`src/design/fra_pkg.sv`:
```
// ----------------------------------------------------------------------------
// fra_pkg
// Status codes, opcodes and shared types of the free range table allocator.
// ----------------------------------------------------------------------------
package fra_pkg;

    typedef logic [1:0] t_status;

    localparam t_status ST_OK         = 2'd0;
    localparam t_status ST_NOT_INSIDE = 2'd1;
    localparam t_status ST_OVERLAP    = 2'd2;
    localparam t_status ST_FULL       = 2'd3;

    localparam logic OP_ALLOC = 1'b0;
    localparam logic OP_FREE  = 1'b1;

    localparam int CFG_BITS = 17;

    typedef struct packed {
        logic    done;
        t_status status;
    } t_result;

endpackage

```
`src/design/fra_mem.sv`:
```
// ----------------------------------------------------------------------------
// fra_mem
// Range table storage: one write port and one read port, registered read.
// ----------------------------------------------------------------------------
module fra_mem #(
    parameter int DEPTH = 16,
    parameter int WIDTH = 33
) (
    input  logic                     i_clk,
    input  logic                     i_we,
    input  logic [$clog2(DEPTH)-1:0] i_waddr,
    input  logic [WIDTH-1:0]         i_wdata,
    input  logic [$clog2(DEPTH)-1:0] i_raddr,
    output logic [WIDTH-1:0]         o_rdata
);

    logic [WIDTH-1:0] mem [DEPTH];
    logic [WIDTH-1:0] r_rdata;

    always_ff @(posedge i_clk) begin
        if (i_we) begin
            mem[i_waddr] <= i_wdata;
        end
        r_rdata <= mem[i_raddr];
    end

    assign o_rdata = r_rdata;

endmodule

```
`src/design/fra_seq.sv`:
```
// ----------------------------------------------------------------------------
// fra_seq
// Request sequencer: scans the range table, decides the update, and shifts
// entries up or down through the table memory.
// ----------------------------------------------------------------------------
module fra_seq #(
    parameter int MAX_RANGES = 16,
    parameter int ADDR_BITS  = 16
) (
    input  logic                              i_clk,
    input  logic                              i_rst_n,
    input  logic                              i_start,
    input  logic                              i_opcode,
    input  logic [ADDR_BITS-1:0]              i_start_addr,
    input  logic [ADDR_BITS:0]                i_length,
    input  logic [ADDR_BITS:0]                i_total,
    input  logic                              i_cfg_we,
    input  logic [ADDR_BITS:0]                i_cfg_total,
    input  logic                              i_out_free,
    output logic                              o_idle,
    output fra_pkg::t_result                  o_result,
    output logic [$clog2(MAX_RANGES+1)-1:0]   o_count
);

    import fra_pkg::*;

    localparam int AW = ADDR_BITS;
    localparam int LW = ADDR_BITS + 1;
    localparam int XW = ADDR_BITS + 2;
    localparam int IW = $clog2(MAX_RANGES);
    localparam int CW = $clog2(MAX_RANGES + 1);
    localparam int EW = AW + LW;

    localparam logic [3:0] S_INIT  = 4'd0;
    localparam logic [3:0] S_IDLE  = 4'd1;
    localparam logic [3:0] S_SCAN  = 4'd2;
    localparam logic [3:0] S_SHD_R = 4'd3;
    localparam logic [3:0] S_SHD_W = 4'd4;
    localparam logic [3:0] S_SHU_R = 4'd5;
    localparam logic [3:0] S_SHU_W = 4'd6;
    localparam logic [3:0] S_INS_W = 4'd7;
    localparam logic [3:0] S_DONE  = 4'd8;

    logic [3:0]    r_state, n_state;
    logic [CW-1:0] r_count, n_count;
    logic          r_op, n_op;
    logic [AW-1:0] r_s, n_s;
    logic [LW-1:0] r_len, n_len;
    logic [XW-1:0] r_e, n_e;
    logic [CW-1:0] r_idx, n_idx;
    logic          r_has_prev, n_has_prev;
    logic [AW-1:0] r_prev_start, n_prev_start;
    logic [LW-1:0] r_prev_len, n_prev_len;
    logic [LW-1:0] r_prev_end, n_prev_end;
    t_status       r_status, n_status;
    logic [CW-1:0] r_pos, n_pos;
    logic [CW-1:0] r_src, n_src;
    logic [EW-1:0] r_ins, n_ins;

    logic          we;
    logic [IW-1:0] waddr;
    logic [EW-1:0] wdata;
    logic [IW-1:0] raddr;
    logic [EW-1:0] rdata;

    logic [AW-1:0] cur_start;
    logic [LW-1:0] cur_len;
    logic [LW-1:0] cur_end;
    logic          at_end;
    logic          stop;
    logic [XW-1:0] s_x;
    logic [XW-1:0] pend_x;
    logic [XW-1:0] cur_x;
    logic [LW+1:0] sum3;

    fra_mem #(
        .DEPTH (MAX_RANGES),
        .WIDTH (EW)
    ) u_mem (
        .i_clk   (i_clk),
        .i_we    (we),
        .i_waddr (waddr),
        .i_wdata (wdata),
        .i_raddr (raddr),
        .o_rdata (rdata)
    );

    assign cur_start = rdata[EW-1:LW];
    assign cur_len   = rdata[LW-1:0];
    assign cur_end   = LW'({1'b0, cur_start} + cur_len);
    assign at_end    = (r_idx == r_count);
    assign stop      = at_end || ((r_op == OP_FREE) ? (r_s <= cur_start) : (r_s < cur_start));
    assign s_x       = XW'(r_s);
    assign pend_x    = XW'(r_prev_end);
    assign cur_x     = XW'(cur_start);
    assign sum3      = (LW+2)'(r_prev_len) + (LW+2)'(r_len) + (LW+2)'(cur_len);

    always_comb begin
        n_state      = r_state;
        n_count      = r_count;
        n_op         = r_op;
        n_s          = r_s;
        n_len        = r_len;
        n_e          = r_e;
        n_idx        = r_idx;
        n_has_prev   = r_has_prev;
        n_prev_start = r_prev_start;
        n_prev_len   = r_prev_len;
        n_prev_end   = r_prev_end;
        n_status     = r_status;
        n_pos        = r_pos;
        n_src        = r_src;
        n_ins        = r_ins;
        we           = 1'b0;
        waddr        = '0;
        wdata        = '0;
        raddr        = IW'(r_idx + CW'(1));

        case (r_state)
            S_INIT: begin
                we      = 1'b1;
                wdata   = {{AW{1'b0}}, i_total};
                n_state = S_IDLE;
            end
            S_IDLE: begin
                raddr = '0;
                if (i_cfg_we) begin
                    we      = 1'b1;
                    wdata   = {{AW{1'b0}}, i_cfg_total};
                    n_count = (i_cfg_total == '0) ? CW'(0) : CW'(1);
                end else if (i_start) begin
                    n_op       = i_opcode;
                    n_s        = i_start_addr;
                    n_len      = i_length;
                    n_e        = XW'(i_start_addr) + XW'(i_length);
                    n_idx      = '0;
                    n_has_prev = 1'b0;
                    if (i_length == '0) begin
                        n_status = ST_NOT_INSIDE;
                        n_state  = S_DONE;
                    end else if (i_opcode == OP_FREE &&
                                 (XW'(i_start_addr) + XW'(i_length)) > XW'(i_total)) begin
                        n_status = ST_NOT_INSIDE;
                        n_state  = S_DONE;
                    end else begin
                        n_state = S_SCAN;
                    end
                end
            end
            S_SCAN: begin
                if (!stop) begin
                    n_prev_start = cur_start;
                    n_prev_len   = cur_len;
                    n_prev_end   = cur_end;
                    n_has_prev   = 1'b1;
                    n_idx        = r_idx + CW'(1);
                end else if (r_op == OP_ALLOC) begin
                    waddr = IW'(r_idx - CW'(1));
                    if (!(r_has_prev && s_x < pend_x && r_e <= pend_x)) begin
                        n_status = ST_NOT_INSIDE;
                        n_state  = S_DONE;
                    end else if (r_s == r_prev_start && r_e == pend_x) begin
                        n_src   = r_idx;
                        n_state = S_SHD_R;
                    end else if (r_s == r_prev_start) begin
                        we       = 1'b1;
                        wdata    = {r_e[AW-1:0], LW'(r_prev_len - r_len)};
                        n_status = ST_OK;
                        n_state  = S_DONE;
                    end else if (r_e == pend_x) begin
                        we       = 1'b1;
                        wdata    = {r_prev_start, LW'(r_prev_len - r_len)};
                        n_status = ST_OK;
                        n_state  = S_DONE;
                    end else if (r_count == CW'(MAX_RANGES)) begin
                        n_status = ST_FULL;
                        n_state  = S_DONE;
                    end else begin
                        we    = 1'b1;
                        wdata = {r_prev_start, LW'(r_s - r_prev_start)};
                        n_pos = r_idx;
                        n_ins = {r_e[AW-1:0], LW'(pend_x - r_e)};
                        n_src = r_count - CW'(1);
                        n_state = (r_idx == r_count) ? S_INS_W : S_SHU_R;
                    end
                end else begin
                    if ((r_has_prev && pend_x > s_x) || (!at_end && r_e > cur_x)) begin
                        n_status = ST_OVERLAP;
                        n_state  = S_DONE;
                    end else if (r_has_prev && pend_x == s_x && !at_end && r_e == cur_x) begin
                        we      = 1'b1;
                        waddr   = IW'(r_idx - CW'(1));
                        wdata   = {r_prev_start, LW'(sum3)};
                        n_src   = r_idx + CW'(1);
                        n_state = S_SHD_R;
                    end else if (r_has_prev && pend_x == s_x) begin
                        we       = 1'b1;
                        waddr    = IW'(r_idx - CW'(1));
                        wdata    = {r_prev_start, LW'(r_prev_len + r_len)};
                        n_status = ST_OK;
                        n_state  = S_DONE;
                    end else if (!at_end && r_e == cur_x) begin
                        we       = 1'b1;
                        waddr    = IW'(r_idx);
                        wdata    = {r_s, LW'(cur_len + r_len)};
                        n_status = ST_OK;
                        n_state  = S_DONE;
                    end else if (r_count == CW'(MAX_RANGES)) begin
                        n_status = ST_FULL;
                        n_state  = S_DONE;
                    end else begin
                        n_pos   = r_idx;
                        n_ins   = {r_s, r_len};
                        n_src   = r_count - CW'(1);
                        n_state = (r_idx == r_count) ? S_INS_W : S_SHU_R;
                    end
                end
            end
            S_SHD_R: begin
                raddr = IW'(r_src);
                if (r_src >= r_count) begin
                    n_count  = r_count - CW'(1);
                    n_status = ST_OK;
                    n_state  = S_DONE;
                end else begin
                    n_state = S_SHD_W;
                end
            end
            S_SHD_W: begin
                we      = 1'b1;
                waddr   = IW'(r_src - CW'(1));
                wdata   = rdata;
                n_src   = r_src + CW'(1);
                n_state = S_SHD_R;
            end
            S_SHU_R: begin
                raddr   = IW'(r_src);
                n_state = S_SHU_W;
            end
            S_SHU_W: begin
                we    = 1'b1;
                waddr = IW'(r_src + CW'(1));
                wdata = rdata;
                if (r_src == r_pos) begin
                    n_state = S_INS_W;
                end else begin
                    n_src   = r_src - CW'(1);
                    n_state = S_SHU_R;
                end
            end
            S_INS_W: begin
                we       = 1'b1;
                waddr    = IW'(r_pos);
                wdata    = r_ins;
                n_count  = r_count + CW'(1);
                n_status = ST_OK;
                n_state  = S_DONE;
            end
            S_DONE: begin
                if (i_out_free) begin
                    n_state = S_IDLE;
                end
            end
            default: begin
                n_state = S_IDLE;
            end
        endcase
    end

    always_ff @(posedge i_clk) begin
        if (!i_rst_n) begin
            r_state <= S_INIT;
            r_count <= CW'(1);
        end else begin
            r_state <= n_state;
            r_count <= n_count;
        end
        r_op         <= n_op;
        r_s          <= n_s;
        r_len        <= n_len;
        r_e          <= n_e;
        r_idx        <= n_idx;
        r_has_prev   <= n_has_prev;
        r_prev_start <= n_prev_start;
        r_prev_len   <= n_prev_len;
        r_prev_end   <= n_prev_end;
        r_status     <= n_status;
        r_pos        <= n_pos;
        r_src        <= n_src;
        r_ins        <= n_ins;
    end

    assign o_idle          = (r_state == S_IDLE);
    assign o_result.done   = (r_state == S_DONE) && i_out_free;
    assign o_result.status = r_status;
    assign o_count         = r_count;

    a_count_bound: assert property (@(posedge i_clk) disable iff (!i_rst_n)
        r_count <= CW'(MAX_RANGES))
        else $error("range count exceeds table depth");

    a_done_to_idle: assert property (@(posedge i_clk) disable iff (!i_rst_n)
        o_result.done |=> r_state == S_IDLE)
        else $error("sequencer did not return to idle after a result");

    a_scan_index: assert property (@(posedge i_clk) disable iff (!i_rst_n)
        r_state == S_SCAN |-> r_idx <= r_count)
        else $error("scan index ran past the range count");

endmodule

```
`src/design/free_range_table_allocator.sv`:
```
// ----------------------------------------------------------------------------
// free_range_table_allocator
// Address-ordered table of free ranges with allocate, free and coalescing.
//
//   Channel   Direction  Handshake              Payload
//   in        input      i_in_valid/o_in_stall  opcode, start_addr, length
//   out       output     o_out_valid/i_out_stall status, range_count
//   cfg       input      i_cfg_valid/o_cfg_ready total_size
//
// A request is taken in idle; unless it is refused there at once, the scan then visits
// the table entries in order, each entry moved when a range is inserted or removed
// passes through a read and a write state, and the request ends in done.
// After reset the init state writes the initial range before requests are taken.
// A result waits in the output register while the next request is taken.
// ----------------------------------------------------------------------------
module free_range_table_allocator #(
    parameter int MAX_RANGES = 16,
    parameter int ADDR_BITS  = 16
) (
    input  logic                            i_clk,
    input  logic                            i_rst_n,
    input  logic                            i_in_valid,
    output logic                            o_in_stall,
    input  logic                            i_opcode,
    input  logic [ADDR_BITS-1:0]            i_start_addr,
    input  logic [ADDR_BITS:0]              i_length,
    output logic                            o_out_valid,
    input  logic                            i_out_stall,
    output fra_pkg::t_status                o_status,
    output logic [$clog2(MAX_RANGES+1)-1:0] o_range_count,
    input  logic                            i_cfg_valid,
    output logic                            o_cfg_ready,
    input  logic [fra_pkg::CFG_BITS-1:0]    i_cfg_data
);

    import fra_pkg::*;

    localparam int LW   = ADDR_BITS + 1;
    localparam int CW   = $clog2(MAX_RANGES + 1);
    localparam int CMPW = (LW > CFG_BITS) ? LW : CFG_BITS;
    localparam logic [CMPW-1:0] SPACE_X = CMPW'(1) << ADDR_BITS;
    localparam logic [CMPW-1:0] RESET_X = (ADDR_BITS >= 16) ? CMPW'(65536) : SPACE_X;

    logic [LW-1:0] r_total;
    logic          r_out_valid;
    t_status       r_status;
    logic [CW-1:0] r_range_count;

    logic          idle;
    logic          out_free;
    logic          cfg_we;
    logic          start;
    logic [CMPW-1:0] cfg_x;
    logic [LW-1:0] cfg_total;
    t_result       result;
    logic [CW-1:0] count;

    assign cfg_x     = CMPW'(i_cfg_data);
    assign cfg_total = (cfg_x > SPACE_X) ? LW'(SPACE_X) : LW'(cfg_x);
    assign cfg_we    = i_cfg_valid && o_cfg_ready;
    assign start     = i_in_valid && !o_in_stall;
    assign out_free  = !r_out_valid || !i_out_stall;

    fra_seq #(
        .MAX_RANGES (MAX_RANGES),
        .ADDR_BITS  (ADDR_BITS)
    ) u_seq (
        .i_clk        (i_clk),
        .i_rst_n      (i_rst_n),
        .i_start      (start),
        .i_opcode     (i_opcode),
        .i_start_addr (i_start_addr),
        .i_length     (i_length),
        .i_total      (r_total),
        .i_cfg_we     (cfg_we),
        .i_cfg_total  (cfg_total),
        .i_out_free   (out_free),
        .o_idle       (idle),
        .o_result     (result),
        .o_count      (count)
    );

    always_ff @(posedge i_clk) begin
        if (!i_rst_n) begin
            r_total     <= LW'(RESET_X);
            r_out_valid <= 1'b0;
        end else begin
            if (cfg_we) begin
                r_total <= cfg_total;
            end
            if (result.done) begin
                r_out_valid <= 1'b1;
            end else if (!i_out_stall) begin
                r_out_valid <= 1'b0;
            end
        end
        if (result.done) begin
            r_status      <= result.status;
            r_range_count <= count;
        end
    end

    assign o_in_stall    = !idle || i_cfg_valid;
    assign o_cfg_ready   = idle;
    assign o_out_valid   = r_out_valid;
    assign o_status      = r_status;
    assign o_range_count = r_range_count;

endmodule

```
`config.mk`:
```
export PLATFORM = sky130hd
export DESIGN_NAME = free_range_table_allocator
export DESIGN_NICKNAME = d
export VERILOG_FILES = /design/src/design/fra_pkg.sv /design/src/design/fra_mem.sv /design/src/design/fra_seq.sv /design/src/design/free_range_table_allocator.sv
export SDC_FILE = /design/constraint.sdc
export NUM_CORES = 1
export LEC_CHECK = 0
export BUFFER_PORTS_ARGS = -buffer_cell sky130_fd_sc_hd__buf_2
export CORE_UTILIZATION = 60
export DETAILED_ROUTE_END_ITERATION = 8
export PLACE_DENSITY = 0.77
export SYNTH_ARGS = -nofsm -noshare
export SYNTH_HDL_FRONTEND = slang
export SYNTH_SLANG_ARGS = --single-unit
```
`constraint.sdc`:
```
create_clock -name i_clk -period 12.1 [get_ports i_clk]
set_clock_uncertainty 0.15 [all_clocks]
set_input_delay 2.42 -clock i_clk [delete_from_list [all_inputs] [get_ports i_clk]]
set_output_delay 2.42 -clock i_clk [all_outputs]
set_load 0.01 [all_outputs]
```
==> summary.txt <==
DR WL/cell: 27.4 um
hold-fix buffers at CTS: 0
Startpoint Class: input port
actual slew at the worst max-slew pin: 1.43 ns
Seq/Total Area, Yosys: 55.5%
Hold Path Class: reg2reg
CTS tree: yes
Detailed Route Iter0 Violations: 4,148
Synth warnings: 0
full die area: 66,600 um^2
Leakage: 16.0 nW
fill count: 4,593
Netlist cell types: 80
initial antenna violation count: 4
clk root buf: clkbuf_16
Final WS setup: 5.46 ns
worst-path fanout max: 5
final hold vios: 0
Reg2Reg Setup Slack: 6.86 ns
diode count: 0
RSZ-0062 raised after global routing: false
Mapped Nets: 3,833
post-route minimum period: 6.64 ns
largest net degree at the start of global routing: 202
Via-to-Cell Ratio: 6.75
Reg clk slew, reported paths: 0.06 ns
pre-CTS WS: 4.91 ns
Synth Register Bits: 748
first-pass GRT wire length: 179,000 um
final wirelength: 122,000 um
Final nets: 3,856
TNS Setup: 0 ns
Clk Latency, worst-skew pair: 0.66 ns
Clock Tree Buf Depth: 3
# DRC: 0
Post-synth EDFFs: 688
status: completed
Max Cap Viol: 0
gpl congestion: 1.04
Site Rows: 93
Syn Std Cell Area: 39,400 um^2
Worst VDD drop: 0.161 mV
CP endpoint kind: flip-flop
number of H-tree levels: 3
vias in the first global route: 28,600
All-Layer GR Usage: 36.2%
Fmax: 151 MHz
Die Width: 258 um
# port buffers: 65
DIE HEIGHT: 258 um
initial core utilization: 60.9%
I/O Pins: 66
total CTS buffers: 77
Vias: 30,200
async set-reset flop share out of synthesis: 0%
Worst Setup Path Type: in2reg
WP data arrival: 6.88 ns
Syn Area/Cell: 11.1 um^2
Primary FF master, synth: edfxtp_1
Critical Path RT: 12.34 ns
gr ovfl total: 0
PD cells: 147 nW/um^2
Cells after Synth: 3,533
share of cells above drive strength 1: 8.56%
post-CTS sizing: 0
Post CTS Setup Buffer Count: 0
worst relative slew slack: 3.91%
synth-to-layout area growth: 10.6%
Slew Viols, Final: 0
final setup fails: 0
core area: 64,600 um^2
antenna-violating nets left: 0
CTS Sinks: 748
crit share post-route: 54.9%
drt first pass iters: 7
DP Wirelength: 82,400 um
critical path: stages:
cell and delay [ns]:
buf_2 0.17, ha_1 0.22, inv_1 0.08, fa_1 0.23, nor2b_1 0.06, o21a_1 0.18, o21ai_0 0.27, a21oi_1 0.14
o21a_1 0.21, o21ai_0 0.23, a21oi_1 0.20, or4_1 0.42, and4_1 0.21, ha_1 0.29, a21oi_1 0.22, o2111ai_1 0.15
o21bai_1 0.18, nand2b_1 0.08, o22ai_1 0.55, nand2_1 0.16, and3_1 0.20
layout by cell type (no fill, tap or decap), types with 27 or more instances in the layout:
cell type and count:
a311oi_1 70, nand3_1 56, nor2_1 130, a31oi_1 87, ha_1 220, and2_1 126
xor2_1 35, buf_4 73, a21oi_1 223, a21boi_0 27, o21ai_0 132, a21o_1 30
clkbuf_16 78, a22oi_1 31, dfxtp_1 60, edfxtp_1 688, inv_1 156, nor3_1 50
a211oi_1 191, xnor2_1 91, buf_2 65, nand2b_1 28, nand2_1 474
state kept, by name, summed over array words and instances, names as in the netlist:
name	cells
u_seq.r_idx	5
r_total	17
u_seq.r_prev_len	17
u_seq.r_pos	5
u_seq.r_state	4
u_seq.r_src	5
o_range_count	5
o_status	2
u_seq.o_count	5
u_seq.r_prev_start	16
o_out_valid	1
u_seq.r_e	18
u_seq.r_op	1
u_seq.u_mem.o_rdata	33
u_seq.r_ins	33
u_seq.r_has_prev	1
u_seq.r_prev_end	17
u_seq.u_mem.mem	528
u_seq.r_s	16
u_seq.r_status	2
u_seq.r_len	17
Yosys cell counts, drive strengths merged, types with 20 or more instances:
library cell  number  area share, %
o31ai             20           0.38
a21o              30           0.57
a21oi            224            2.8
o21ai            148            1.9
nand2b            28           0.45
and2             149            2.4
a311oi            71            1.6
o211ai            26           0.50
a21boi            27           0.51
clkbuf           153            1.5
ha               220            7.0
a222oi            20           0.51
inv              158            1.5
nor2b             25           0.40
fa                24            1.2
a211oi           191            3.6
xnor2             91            2.0
edfxtp           688             52
nand2            474            4.5
nand3             56           0.71
a31oi             87            1.4
nor3              50           0.64
buf               44           0.52
nor2             149            1.4
xor2              35           0.78
nand4             20           0.32
dfxtp             60            3.1
a22oi             31           0.59
stage by stage:
stage / cell area, um^2 / cells / hold slack [ns] / util, % / power (mW)
2_1_floorplan: 39400 / 3533 / 0.253 / - / 3.60
5_1_grt: 43500 / 4475 / 0.352 / 67.4 / 6.61
3_5_place_dp: 40800 / 4332 / 0.327 / 63.2 / 3.91
3_3_place_gp: 40800 / 4332 / 0.322 / 63.2 / 3.89
6_report: 43500 / 4475 / 0.340 / 67.4 / 6.42
4_1_cts: 43500 / 4475 / 0.334 / 67.4 / 6.41
logic make-up after synthesis:
group | Yosys count | share of synthesized area [%]
simple gates | 1045 | 12.5
compound gates | 1011 | 17.3
flops | 748 | 55.5
buf+inv | 355 | 3.49
fa+ha+maj | 244 | 8.21
xor+xnor | 126 | 2.80
mux | 4 | 0.102
metal layers:
| metal | track usage (%) | share of wire, % | vias to the layer above |
|---|---|---|---|
| met5 | 0 | 0.0082 | - |
| met4 | 14.4 | 4.2 | 2 |
| met3 | 5.70 | 9.7 | 311 |
| met2 | 57.1 | 46 | 1718 |
| met1 | 50.6 | 40 | 14800 |
| li1 | - | - | 13300 |
path summary, 6_finish.rpt:
| path | from | endpoint | cells past startpoint |
|---|---|---|---|
| worst min-delay path | r_total[8]$_SDFFE_PN0P_ | r_total[8]$_SDFFE_PN0P_ | 2 |
| worst max-delay path | i_length[0] | u_seq.r_status[1]$_DFFE_PP_ | 21 |
| worst min register to register | r_total[8]$_SDFFE_PN0P_ | r_total[8]$_SDFFE_PN0P_ | 2 |
| worst max register to register | u_seq.r_s[4]$_DFFE_PP_ | u_seq.u_mem.mem[0][30]$_DFFE_PP_ | 12 |
final cells by class:
class	instances	area [um^2]	share of cell area, %
flip-flops and latches	748	21900	50.2
multi-input cells	2430	16300	37.5
clock buffers	92	2040	4.70
well taps	855	1070	2.46
repair buffers	141	933	2.14
clock inverters	51	684	1.57
inverters	158	593	1.36
power by group:
part	switching, mW	leakage (nW)	internal [mW]
clock network	1.06	1.33	1.47
registers	0.0650	7.41	2.87
logic	0.606	7.21	0.348
total	1.73	16.0	4.69
Power figures use the tool's default switching activity.
